File: config.mk
export PLATFORM = sky130hd
export DESIGN_NAME = triplet_walk_drawdown_top
export DESIGN_NICKNAME = d
export VERILOG_FILES = /design/src/twd_pkg.sv /design/src/twd_in_stage.sv /design/src/twd_walk.sv /design/src/triplet_walk_drawdown_top.sv
export SDC_FILE = /design/constraint.sdc
export NUM_CORES = 1
export LEC_CHECK = 0
export BUFFER_PORTS_ARGS = -buffer_cell sky130_fd_sc_hd__buf_2
export CAP_MARGIN = 10
export CORE_UTILIZATION = 45
export CTS_BUF_LIST = sky130_fd_sc_hd__clkbuf_4
export DETAILED_ROUTE_END_ITERATION = 8
export PLACE_DENSITY = 0.63
export SLEW_MARGIN = 20
export SYNTH_ARGS = -nofsm -noshare
export SYNTH_HDL_FRONTEND = slang
export SYNTH_SLANG_ARGS = --single-unit
File: constraint.sdc
create_clock -name i_clk -period 28.1 [get_ports i_clk]
set_input_delay 1.405 -clock i_clk [delete_from_list [all_inputs] [get_ports i_clk]]
set_output_delay 1.405 -clock i_clk [all_outputs]
set_load 0.005 [all_outputs]
File: src/twd_pkg.sv
package twd_pkg;

    // Saturation bound for counts and height
    localparam int C_MAX_SITES = 1048576;

    localparam logic signed [22:0] C_H_MAX = 23'(C_MAX_SITES);
    localparam logic signed [22:0] C_H_MIN = -23'(C_MAX_SITES);
    localparam logic [20:0]        C_CNT_MAX = 21'(C_MAX_SITES);

    // One aligned site as held in the input register
    typedef struct packed {
        logic [3:0] a_code;
        logic [3:0] b_code;
        logic [3:0] c_code;
        logic       gap;
        logic       last;
    } t_site;

    // Statistics of one finished triplet
    typedef struct packed {
        logic [20:0] up_count;
        logic [20:0] down_count;
        logic [20:0] peak_height;
        logic [21:0] largest_descent;
        logic [21:0] descent_floor_height;
    } t_stats;

endpackage

File: src/twd_in_stage.sv
module twd_in_stage
    import twd_pkg::*;
(
    input  logic       i_clk,
    input  logic       i_rst_n,
    input  logic       i_valid,
    output logic       o_ready,
    input  logic [3:0] i_parent_a_code,
    input  logic [3:0] i_parent_b_code,
    input  logic [3:0] i_child_code,
    input  logic       i_parent_a_gap,
    input  logic       i_parent_b_gap,
    input  logic       i_child_gap,
    input  logic       i_last_site,
    input  logic       i_take,
    output logic       o_site_valid,
    output t_site      o_site
);

    logic  r_valid;
    t_site r_site;

    // Accept a new site when empty or when the held one moves on this cycle
    assign o_ready = !r_valid || i_take;

    always_ff @(posedge i_clk) begin
        if (!i_rst_n) begin
            r_valid <= 1'b0;
        end else if (o_ready) begin
            r_valid <= i_valid;
        end
    end

    // Hold the payload; gap flags fold into one skip flag
    always_ff @(posedge i_clk) begin
        if (o_ready && i_valid) begin
            r_site.a_code <= i_parent_a_code;
            r_site.b_code <= i_parent_b_code;
            r_site.c_code <= i_child_code;
            r_site.gap    <= i_parent_a_gap | i_parent_b_gap | i_child_gap;
            r_site.last   <= i_last_site;
        end
    end

    assign o_site_valid = r_valid;
    assign o_site       = r_site;

endmodule

File: src/twd_walk.sv
module twd_walk
    import twd_pkg::*;
(
    input  logic   i_clk,
    input  logic   i_rst_n,
    input  logic   i_site_valid,
    input  t_site  i_site,
    output logic   o_take,
    output logic   o_valid,
    input  logic   i_ready,
    output t_stats o_stats
);

    logic signed [21:0] r_height;
    logic [20:0]        r_peak;
    logic [20:0]        r_ups;
    logic [20:0]        r_downs;
    logic [21:0]        r_best;
    logic signed [21:0] r_best_h;
    logic               r_out_valid;
    t_stats             r_stats;

    logic signed [22:0] n_height;
    logic signed [22:0] n_peak;
    logic signed [22:0] n_diff;
    logic [20:0]        n_ups;
    logic [20:0]        n_downs;
    logic [21:0]        n_best;
    logic signed [21:0] n_best_h;
    logic               up_step;
    logic               down_step;
    logic signed [22:0] cur_h;
    logic signed [22:0] cur_peak;

    // A last site may only move on when the result register is free or is being emptied this cycle
    assign o_take = i_site_valid &&
                    !(i_site.last && r_out_valid && !i_ready);

    // Step classification of the held site
    always_comb begin
        up_step   = !i_site.gap && (i_site.a_code == i_site.c_code) &&
                    (i_site.b_code != i_site.c_code);
        down_step = !i_site.gap && (i_site.a_code != i_site.c_code) &&
                    (i_site.b_code == i_site.c_code);
    end

    // Advance the walk with saturation, then peak and descent
    always_comb begin
        cur_h    = $signed({r_height[21], r_height});
        cur_peak = $signed({2'b00, r_peak});
        n_height = cur_h;
        n_ups    = r_ups;
        n_downs  = r_downs;
        if (up_step) begin
            if (cur_h < C_H_MAX) n_height = cur_h + 23'sd1;
            if (r_ups < C_CNT_MAX) n_ups = r_ups + 21'd1;
        end else if (down_step) begin
            if (cur_h > C_H_MIN) n_height = cur_h - 23'sd1;
            if (r_downs < C_CNT_MAX) n_downs = r_downs + 21'd1;
        end
        n_peak = (n_height > cur_peak) ? n_height : cur_peak;
        n_diff = n_peak - n_height;
        n_best   = r_best;
        n_best_h = r_best_h;
        if (!i_site.gap && (n_diff > $signed({1'b0, r_best}))) begin
            n_best   = n_diff[21:0];
            n_best_h = n_height[21:0];
        end
    end

    // Update walk state; clear it after the last site
    always_ff @(posedge i_clk) begin
        if (!i_rst_n) begin
            r_height <= '0;
            r_peak   <= '0;
            r_ups    <= '0;
            r_downs  <= '0;
            r_best   <= '0;
            r_best_h <= '0;
        end else if (o_take) begin
            if (i_site.last) begin
                r_height <= '0;
                r_peak   <= '0;
                r_ups    <= '0;
                r_downs  <= '0;
                r_best   <= '0;
                r_best_h <= '0;
            end else begin
                r_height <= n_height[21:0];
                r_peak   <= n_peak[20:0];
                r_ups    <= n_ups;
                r_downs  <= n_downs;
                r_best   <= n_best;
                r_best_h <= n_best_h;
            end
        end
    end

    // Result register: load on a last site, drop on output transfer
    always_ff @(posedge i_clk) begin
        if (!i_rst_n) begin
            r_out_valid <= 1'b0;
        end else if (o_take && i_site.last) begin
            r_out_valid <= 1'b1;
        end else if (i_ready) begin
            r_out_valid <= 1'b0;
        end
    end

    always_ff @(posedge i_clk) begin
        if (o_take && i_site.last) begin
            r_stats.up_count             <= n_ups;
            r_stats.down_count           <= n_downs;
            r_stats.peak_height          <= n_peak[20:0];
            r_stats.largest_descent      <= n_best;
            r_stats.descent_floor_height <= n_best_h;
        end
    end

    assign o_valid = r_out_valid;
    assign o_stats = r_stats;

endmodule

File: src/triplet_walk_drawdown_top.sv
// Step-walk statistics of one aligned triplet (parent A, parent B, child).
//
// Input channel: i_valid / o_ready carry one alignment site per transfer:
// three 4-bit codes, three gap flags and i_last_site. Output channel:
// o_valid / i_ready carry one statistics result per triplet, sent only
// for the site marked last.
//
// Throughput: one site per cycle, unless a last site is held back by a
// result not yet taken (see below). Each site passes an input register,
// then the compare/increment logic that updates the walk state and, on
// a last site, loads the result register. o_valid rises once the last
// site has passed the input register and loaded the result register.
//
// Reset clears the walk state and both valid flags. When the receiver
// stalls, sites that are not last keep flowing; a last site waits in the
// input register until the pending result is taken, and input stalls
// behind it.
module triplet_walk_drawdown_top
    import twd_pkg::*;
(
    input  logic        i_clk,
    input  logic        i_rst_n,
    input  logic        i_valid,
    output logic        o_ready,
    input  logic [3:0]  i_parent_a_code,
    input  logic [3:0]  i_parent_b_code,
    input  logic [3:0]  i_child_code,
    input  logic        i_parent_a_gap,
    input  logic        i_parent_b_gap,
    input  logic        i_child_gap,
    input  logic        i_last_site,
    output logic        o_valid,
    input  logic        i_ready,
    output logic [20:0] o_up_count,
    output logic [20:0] o_down_count,
    output logic [20:0] o_peak_height,
    output logic [21:0] o_largest_descent,
    output logic [21:0] o_descent_floor_height
);

    logic   site_valid;
    t_site  site;
    logic   take;
    t_stats stats;

    twd_in_stage u_in (
        .i_clk           (i_clk),
        .i_rst_n         (i_rst_n),
        .i_valid         (i_valid),
        .o_ready         (o_ready),
        .i_parent_a_code (i_parent_a_code),
        .i_parent_b_code (i_parent_b_code),
        .i_child_code    (i_child_code),
        .i_parent_a_gap  (i_parent_a_gap),
        .i_parent_b_gap  (i_parent_b_gap),
        .i_child_gap     (i_child_gap),
        .i_last_site     (i_last_site),
        .i_take          (take),
        .o_site_valid    (site_valid),
        .o_site          (site)
    );

    twd_walk u_walk (
        .i_clk        (i_clk),
        .i_rst_n      (i_rst_n),
        .i_site_valid (site_valid),
        .i_site       (site),
        .o_take       (take),
        .o_valid      (o_valid),
        .i_ready      (i_ready),
        .o_stats      (stats)
    );

    assign o_up_count             = stats.up_count;
    assign o_down_count           = stats.down_count;
    assign o_peak_height          = stats.peak_height;
    assign o_largest_descent      = stats.largest_descent;
    assign o_descent_floor_height = stats.descent_floor_height;

endmodule

## After elaboration in Yosys (flattened, before gate mapping)

Index checks and enable logic that the tools add are counted.

- Bits in registers: 252
- Input bits: 20
- Output and inout bits: 109

- $add $sub $neg: 5
- Magnitude comparators: 6
- Eq/ne operators: 4
- Multiplexer cells: 20
- Bitwise operators: 2
- Reductions and logical operators: 16

Operators by type and width:

| kind | number |
|---|---|
| 21-bit 2-to-1 mux | 8 |
| 23-bit 2-to-1 mux | 5 |
| 22-bit 2-to-1 mux | 5 |
| 21-bit by 1-bit adder with 21-bit output, second input constant | 2 |
| 21-bit less-than comparator, second input constant | 2 |
| 22-bit by 2-bit adder with 23-bit output, second input constant | 1 |
| 23-bit by 22-bit greater-than comparator with 1-bit output | 1 |
| 23-bit greater-than comparator | 1 |
| 22-bit by 2-bit subtractor with 23-bit output, second input constant | 1 |
| 23-bit subtractor | 1 |
| 22-bit by 21-bit greater-than comparator with 1-bit output, second input constant | 1 |
| 22-bit less-than comparator, second input constant | 1 |
| 1-bit logical AND | 10 |
| 4-bit == test | 2 |
| 4-bit != test | 2 |
| 1-bit logical NOT | 4 |
| 1-bit 2-to-1 mux | 2 |
| 1-bit bitwise OR | 2 |
| 2-bit nonzero test | 1 |
| 1-bit logical OR | 1 |

## Depth between registers and ports, before layout

Gate-level depths: netlist (run 1).

- Word-level depth: 12
- Depth in mapped cells: 42
- Mapped depth without buffers: 38

## By module

A second synthesis (run 1) with hierarchy kept.

- Cell total of the unflattened synthesis: 1305
- Area total of the unflattened synthesis: 13010.0 um2

Modules (own cells, without submodules):

| module | times used | cells an instance | area an instance (um2) | seq. area each (um2) |
|---|---|---|---|---|
| twd_walk | 1 | 1285 | 12532.0 | 5815.6 |
| twd_in_stage | 1 | 20 | 478.0 | 440.4 |

## Worst setup path after synthesis (run 1)

Ideal clock, no wire load.

- Path type: reg-to-reg
- From: register u_walk.r_height[13]
- To: register u_walk.r_stats (netlist bit u_walk.o_stats[25]), data pin
- Arrival: 8.715 ns
- Data required time: 27.840 ns
- Slack: 19.125 ns
- Cell stages (with the launch flop): 37
- Buffers on the path: 3
- Clock period less this slack: 8.975 ns
- Path through: dfxtp_1 -> buf_2 -> or4_4 -> or4_4 -> o31a_1 -> o211ai_1 -> nor2_1 -> a22o_1 -> xor2_1 -> ha_1 -> a21o_1 -> a21o_1 -> a21o_1 -> a2111oi_0 -> o21ai_0 -> o221ai_1 -> a21o_1 -> a21oi_1 -> buf_2 -> mux2i_1 -> ha_1 -> a21oi_1 -> o221a_2 -> o31a_1 -> o21a_1 -> a2111oi_0 -> o41ai_1 -> xnor2_1 -> ha_1 -> a2111oi_0 -> o21a_1 -> o21ai_0 -> o31ai_1 -> nor2_1 -> mux2i_4 -> buf_2 -> mux2_2

- Word-level cells in the longest chain between the ends: 10

RTL lines:

| element | line | RTL |
|---|---|---|
| from (decl) | twd_walk.sv:14 | `logic signed [21:0] r_height;` |
| from (signal assigned) | twd_walk.sv:89 | `r_height <= n_height[21:0];` |
| 22-bit by 2-bit subtractor with 23-bit output / 22-bit by 21-bit greater-than comparator with 1-bit output (equally long branches) | twd_walk.sv:58 | `if (cur_h > C_H_MIN) n_height = cur_h - 23'sd1;` |
| 23-bit 2-to-1 mux | twd_walk.sv:58 |  |
| 23-bit 2-to-1 mux | twd_walk.sv:57 | `end else if (down_step) begin` |
| 23-bit 2-to-1 mux (*) | twd_walk.sv:54 | `if (up_step) begin` |
| 23-bit by 22-bit greater-than comparator with 1-bit output | twd_walk.sv:61 | `n_peak = (n_height > cur_peak) ? n_height : cur_peak;` |
| 23-bit 2-to-1 mux (*) | twd_walk.sv:61 |  |
| net u_walk.n_peak[3] | twd_walk.sv:24 | `logic signed [22:0] n_peak;` |
| 23-bit subtractor (*) | twd_walk.sv:62 | `n_diff = n_peak - n_height;` |
| 23-bit greater-than comparator | twd_walk.sv:65 | `if (!i_site.gap && (n_diff > $signed({1'b0, r_best}))) begin` |
| 1-bit logical AND | twd_walk.sv:65 |  |
| 22-bit 2-to-1 mux (*) | twd_walk.sv:65 |  |
| net u_walk.n_best[3] | twd_walk.sv:28 | `logic [21:0] n_best;` |
| to (decl) | twd_walk.sv:21 | `t_stats r_stats;` |

Mark *: on every way through the listed nets, which the timed path passes. The rest lies on a longest branch.
A chain may end at the register's enable or synchronous reset.

## Final worst setup path (run 1)

- From: register u_in.r_site (netlist bit u_in.o_site[5])
- To: register u_walk.r_stats (netlist bit u_walk.o_stats[39]), data pin

- Word-level cells in the longest chain between the ends: 11

RTL lines:

| element | line | RTL |
|---|---|---|
| from (decl) | twd_in_stage.sv:21 | `t_site r_site;` |
| 4-bit != test | twd_walk.sv:43 | `down_step = !i_site.gap && (i_site.a_code != i_site.c_code) &&` |
| 1-bit logical AND (2 in series) | twd_walk.sv:43 |  |
| 23-bit 2-to-1 mux | twd_walk.sv:57 |  |
| 23-bit 2-to-1 mux (*) | twd_walk.sv:54 |  |
| 23-bit by 22-bit greater-than comparator with 1-bit output | twd_walk.sv:61 |  |
| 23-bit 2-to-1 mux (*) | twd_walk.sv:61 |  |
| net u_walk.n_peak[3] | twd_walk.sv:24 |  |
| 23-bit subtractor (*) | twd_walk.sv:62 |  |
| 23-bit greater-than comparator | twd_walk.sv:65 |  |
| 1-bit logical AND | twd_walk.sv:65 |  |
| 22-bit 2-to-1 mux (*) | twd_walk.sv:65 |  |
| net u_walk.n_best[17] | twd_walk.sv:28 |  |

Marks and branches as above.

==> results of run 1 <==
-- kinds of logic (layout without fill, tap and decap cells) --
logic type                 after synthesis  after routing  synth area share (%)
AOI/OAI and AO/OA                      321            321                  17.7
xor gates and xnor gates                84             84                  5.63
adders and majority gates               72             72                  6.96
buffers and inverters                  150            352                  4.75
DFF                                    252            252                  47.9
muxes                                   44             44                  3.68
other                                    0              1                     0
and+or+nand+nor                        340            340                  13.4
-- power groups by stage --
stage                     registers, mW  logic (mW)  clock network, mW
final                             0.394       0.149              0.327
after global routing              0.394       0.166              0.360
after CTS                         0.394       0.150              0.339
after detailed placement          0.402       0.149                  0
after global placement            0.402       0.148                  0
after floorplan                   0.403       0.111                  0
-- flip-flops by register name (all words and copies together), names as in the netlist --
signal             count
u_in.o_site           14
u_walk.o_valid         1
u_walk.r_best         22
u_walk.r_height       22
u_in.o_site_valid      1
u_walk.o_stats       107
u_walk.r_best_h       22
u_walk.r_ups          21
u_walk.r_peak         21
u_walk.r_downs        21
-- worst register-to-register path: cells and delay by family (launching register included) --
family,cells,cell delay [ps]
simple gates,4,1870
flops,1,420
fa+ha+maj,3,990
compound gates,19,4700
buf+inv,2,870
xor+xnor,3,810
mux,3,1290
-- cell type report --
cell class	count	area (sq um)	area share, %
sequential	252	6260	42.0
multi-input combinational	861	6230	41.8
clock buffer	100	751	5.04
timing repair buffer	142	746	5.00
tap	378	473	3.17
inverter	84	315	2.12
clock inverter	26	130	0.873
antenna	1	2.50	0.0168
-- cells in the final DEF, fill, tap and decap left out, types with 7 or more instances in the layout --
cell / count
sky130_fd_sc_hd__a22oi_1: 34
sky130_fd_sc_hd__a32o_1: 21
sky130_fd_sc_hd__nand4_1: 25
sky130_fd_sc_hd__o21ai_0: 47
sky130_fd_sc_hd__or3_1: 14
sky130_fd_sc_hd__and3_1: 12
sky130_fd_sc_hd__mux2i_1: 21
sky130_fd_sc_hd__nor2_1: 58
sky130_fd_sc_hd__a22o_1: 39
sky130_fd_sc_hd__o21a_1: 13
sky130_fd_sc_hd__a21boi_0: 16
sky130_fd_sc_hd__a21o_1: 24
sky130_fd_sc_hd__nand2_1: 92
sky130_fd_sc_hd__ha_1: 71
sky130_fd_sc_hd__xnor2_1: 55
sky130_fd_sc_hd__nand3_1: 18
sky130_fd_sc_hd__edfxtp_1: 121
sky130_fd_sc_hd__nor2b_1: 50
sky130_fd_sc_hd__nor3_1: 25
sky130_fd_sc_hd__inv_1: 84
sky130_fd_sc_hd__buf_2: 128
sky130_fd_sc_hd__a31oi_1: 8
sky130_fd_sc_hd__clkinv_1: 16
sky130_fd_sc_hd__nand2b_1: 7
sky130_fd_sc_hd__clkbuf_4: 100
sky130_fd_sc_hd__buf_4: 14
sky130_fd_sc_hd__o21ai_1: 7
sky130_fd_sc_hd__mux2_2: 22
sky130_fd_sc_hd__or2_2: 7
sky130_fd_sc_hd__a21oi_1: 53
sky130_fd_sc_hd__dfxtp_1: 131
sky130_fd_sc_hd__xor2_1: 29
-- path summary, 6_finish.rpt --
check             slack (ps)                start             endpoint
setup / recovery       16920       u_in.o_site[5]   u_walk.o_stats[39]
hold / removal           460  u_walk.r_best_h[21]  u_walk.r_best_h[21]
setup reg to reg       16920       u_in.o_site[5]   u_walk.o_stats[39]
hold reg to reg          460  u_walk.r_best_h[21]  u_walk.r_best_h[21]
-- stage by stage --
stage               hold slack [ps]  area (sq um)  std cells
floorplan                       429         13100       1263
global placement                440         14000       1717
detailed placement              447         14000       1717
CTS                             456         14900       1843
global route                    485         14900       1844
finish                          460         14900       1844
-- per-layer routing --
layer / share of wire [%] / global-route usage [%]
met3: 5.0 / 3.87
met4: 2.0 / 8.16
met5: 0 / 0
met1: 47 / 29.1
met2: 46 / 35.0
==> flow_summary.toml, run 1 <==
[pwr]
powerDensity_mw_per_mm2 = 58.4
switchingPower_mw = 0.246
cell_internal_power_dissipation_mw = 0.624
power.share.combinational_pct = 17.2
netSwitchingFraction_pct = 28.3
power_frac_seq_pct = 45.2
report.power.total_mw = 0.870
power.share.clock_pct = 37.6
power.ir.vdd_worst_uv = 31.7
p_leak_nw = 5.79

[synthesis]
ys_ff_latch = 252
synth_cell_types = 76
synthesis.instances = 1263
post_synth_top_cells = "131 x sky130_fd_sc_hd__dfxtp_1, 121 x sky130_fd_sc_hd__edfxtp_1, 93 x sky130_fd_sc_hd__nand2_1"
synth_top_cell_area_share_pct = 27.8
post_synth_instance_area_sq_mm = 0.0131
synth.yosys.warnings = 0
synth_enable_flop_cells = 121
synth_top_flop_cell = "sky130_fd_sc_hd__dfxtp_1"
synth_async_sr_flop_share_pct = 0
synth.yosys.seq_area_share_pct = 47.9
synth.avg_cell_area_sq_um = 10.3
yosys.cell_count.top_type = "sky130_fd_sc_hd__dfxtp_1"
synth_top_cells_by_area = "sky130_fd_sc_hd__edfxtp_1 28%, sky130_fd_sc_hd__dfxtp_1 20%, sky130_fd_sc_hd__ha_1 6.8%, sky130_fd_sc_hd__xnor2_1 3.7%, sky130_fd_sc_hd__nand2_1 2.7%"
mappedNetlistNets = 1355
netlist.top_cell.by_area = "sky130_fd_sc_hd__edfxtp_1"

[global_route]
grtUsageTotal_pct = 21.7
grt_first_pass_wirelength_mm = 50.3
globalRouteOverflowTotal = 0
grt_start_max_net_pins = 89
antenna_found_initial = 1
via_count_of_the_first_global_routing_pass = 9699

[detailed_routing]
drt_pass1_iterations = 7
drt_wl_total_mm = 31.5
dr_total_vias = 10100
detailedRoute.firstIterationViolations = 636
wire_per_inst_microns = 17.1
postRouteAntennaNets = 0
drc = 0
drt-vias-per-instance = 5.46

[finish]
fillerInstances = 2553
layout.core_utilization_pct = 52.9
final_nets = 1502
area_delta_synth_final_pct = 14.1
drive_gt1_share_pct = 21.1

[hold_path]
hp-class = "reg2reg"
hold_path_depth = 2

[floorplan]
initial_core_util_pct = 46.4
placementRows = 61
die_h_microns = 172
coreArea_sq_mm = 0.0282
chipWidth_microns = 172
design.die.area_sq_mm = 0.0297
num_io_pins = 129

[critical_path]
worst_r2r_path_depth = 34
critPathArrivalTime_ps = 11580
timing.setup.critical_path_class = "reg2reg"
worstPathMaxFanout = 49
critical_path.max_stage_delay_ps = 710
cp.required_ps = 28500
worstPathBufferInverterCount = 2
crit_family = "compound AO/OA/AOI/OAI gates"
worst_path_most_repeated_cell = "sky130_fd_sc_hd__a21o_1"
critical_path.startpoint_type = "flip-flop"
worst_setup_path_end_kind = "flip-flop"
critical_path_depth = 34
worst_path_max_delay_cell = "sky130_fd_sc_hd__nor4_1"

[place]
dp_hpwl_mm = 21.4
detailedPlace.worstSlack_ps = 17030
routabilityCongestion = 0.899
port_buffers = 128

[timing]
setup_tns_ps = 0
clock.fmax_mhz = 89.5
final-hold-violation-count = 0
unrepaired_setup_endpoints_after_global_routing = "false"
worst_slew_pin_slew_ps = 969
final_critical_path_setup_slack_ps = 16920
final_max_slew_viol_count = 0
finClkSkew_ps = 41.3
final.period_utilization_pct = 39.8
max_slew_margin_pct = 35.4
finalSetupViolCount = 0
finalCriticalPeriod_ps = 11180

[job]
maxCapViolations = 0

[status]
status = "finished clean"

[clocking]
path_clk_slew_ps = 70
hold_buffers = 0
clk-insertion-delay-late_ps = 670
clk_path_buf_depth = 3
cts-buffers-inserted = 69
cts_setup_buffers = 0
clock_tree.htree_level_count = 3
tritoncts = "done"
cts.sink_count = 252
cts-resized-gates = 0
cts.root.buffer_cell = "sky130_fd_sc_hd__clkbuf_4"
No activity file was read; power rests on OpenSTA's default activity.
==> inputs of run 2 (changes only) <==
- clock period: 28.1 -> 10.83 ns (I/O delays scaled with it)
==> run 2 against run 1 <==
  * Die area did not move
  * Register-to-register slack got worse by 16000 ps
  * Clock skew rose by 1.9 ps
  * Maximum frequency rose by 11%
  * Sequential share of layout area fell by 0.65 points
==> flow_summary.toml, run 2 (synthesis gave the netlist of run 1 again) <==
[detailed_routing]
dr_total_vias = 10100
drt_pass1_iterations = 5
drc = 0
drt-vias-per-instance = 5.43
wire_per_inst_microns = 16.9
postRouteAntennaNets = 0
detailedRoute.firstIterationViolations = 646
drt_wl_total_mm = 31.5

[global_route]
grt.met3_usage_pct = 4.72
via_count_of_the_first_global_routing_pass = 9799
grtUsageTotal_pct = 21.8
grt_start_max_net_pins = 73
antenna_found_initial = 1
grt_first_pass_wirelength_mm = 50.5
grtUsageMet2_pct = 35.3
use_met1_pct = 28.4
gr-max-usage-layer = "met2"
globalRouteOverflowTotal = 0

[timing]
final.period_utilization_pct = 93.3
worst_slew_pin_slew_ps = 933
final-hold-violation-count = 0
final_max_slew_viol_count = 0
finalSetupViolCount = 0
max_slew_margin_pct = 37.8
clock.fmax_mhz = 99.0
setup_tns_ps = 0
finalCriticalPeriod_ps = 10100
final_critical_path_setup_slack_ps = 729
finClkSkew_ps = 43.2
unrepaired_setup_endpoints_after_global_routing = "false"

[finish]
most_common_cell_after_layout_fill_and_taps_aside = "sky130_fd_sc_hd__dfxtp_1"
largest_register_ff_count = 107
drive_gt1_share_pct = 22.5
fillerInstances = 2593
final_nets = 1522
mostFrequentLayoutCells = "131 x sky130_fd_sc_hd__dfxtp_1, 128 x sky130_fd_sc_hd__buf_2, 121 x sky130_fd_sc_hd__edfxtp_1, 108 x sky130_fd_sc_hd__clkbuf_4, 92 x sky130_fd_sc_hd__nand2_1"
area_delta_synth_final_pct = 15.9

[clocking]
clock_tree.htree_level_count = 3
cts.root.buffer_cell = "sky130_fd_sc_hd__clkbuf_4"
tritoncts = "done"
path_clk_slew_ps = 60
cts-buffers-inserted = 69
clk_path_buf_depth = 3
clk-insertion-delay-late_ps = 680
cts.sink_count = 252
cts_setup_buffers = 0

[pwr]
powerDensity_mw_per_mm2 = 152
power.ir.vdd_worst_uv = 90.6
report.power.total_mw = 2.30
p_leak_nw = 5.92

[floorplan]
num_io_pins = 129
chipWidth_microns = 172
design.die.area_sq_mm = 0.0297
die_h_microns = 172
initial_core_util_pct = 46.4
coreArea_sq_mm = 0.0282
placementRows = 61

[place]
dp_hpwl_mm = 21.6
detailedPlace.worstSlack_ps = 582
routabilityCongestion = 0.884
port_buffers = 128

[critical_path]
timing.setup.critical_path_class = "reg2reg"
regToRegSetupSlack_ps = 730
worst_path_max_delay_cell = "sky130_fd_sc_hd__or4_1"
cp.required_ps = 11230
critical_path.max_stage_delay_ps = 630
worst_setup_path_end_kind = "flip-flop"
critPathArrivalTime_ps = 10500
worstPathMaxFanout = 28
worst_path_most_repeated_cell = "sky130_fd_sc_hd__a21o_1"
critical_path.startpoint_type = "flip-flop"

[status]
status = "finished clean"

[hold_path]
hp-class = "in2reg"

[job]
maxCapViolations = 0
-- run 2: metrics by stage --
step | hold WS [ps] | area, sq um | utilization [%] | cells
after floorplan | 429 | 13100 | - | 1263
after CTS | 12.7 | 15100 | 53.6 | 1863
after detailed placement | 449 | 14200 | 50.4 | 1736
after global routing | 1.06 | 15100 | 53.7 | 1865
final | 69.4 | 15100 | 53.7 | 1865
after global placement | 439 | 14200 | 50.4 | 1736
-- run 2: timing repair --
action,4_1_cts,5_1_grt
endpoints found under the setup margin,0,67
hold buffers,0,1
hold endpoints to repair,0,1
gates resized for setup,0,4
-- run 2: worst paths after layout --
path / start / endpoint / cells past startpoint
min: i_parent_b_code[3] / u_in.o_site[9] / 1
max: u_walk.r_height[5] / u_walk.o_stats[19] / 35
max reg2reg: u_walk.r_height[5] / u_walk.o_stats[19] / 35
min reg2reg: u_walk.r_best_h[21] / u_walk.r_best_h[21] / 2
-- run 2: metal layers --
metal / vias to the layer above / wire length [microns] / part of all wire (%)
li1: 4996 / - / -
met2: 281 / 14500 / 46
met3: 46 / 1800 / 5.7
met1: 4811 / 14600 / 46
met5: - / 0 / 0
met4: 0 / 592 / 1.9
-- run 2: worst max-delay path, delay by kind of cell (launching register included) --
kind | cells | cell delay, ps
AOI/OAI and AO/OA | 21 | 5290
and+or+nand+nor | 4 | 1260
adders and majority gates | 3 | 980
muxes | 3 | 840
xor gates and xnor gates | 2 | 600
buffers and inverters | 2 | 510
DFF | 1 | 360
-- run 2: power by group --
part / total, mW / switching [mW] / internal, mW
clock network: 0.880 / 0.401 / 0.479
logic: 0.399 / 0.238 / 0.161
registers: 1.02 / 0.00621 / 1.02
-- run 2: final cells by class --
type	count	area (sq um)	share of cell area, %
clock inverters	19	101	0.670
diodes	1	2.50	0.0165
well taps	378	473	3.13
flip-flops and latches	252	6260	41.3
repair buffers	162	923	6.10
inverters	84	315	2.08
multi-input cells	861	6250	41.3
clock buffers	108	811	5.36
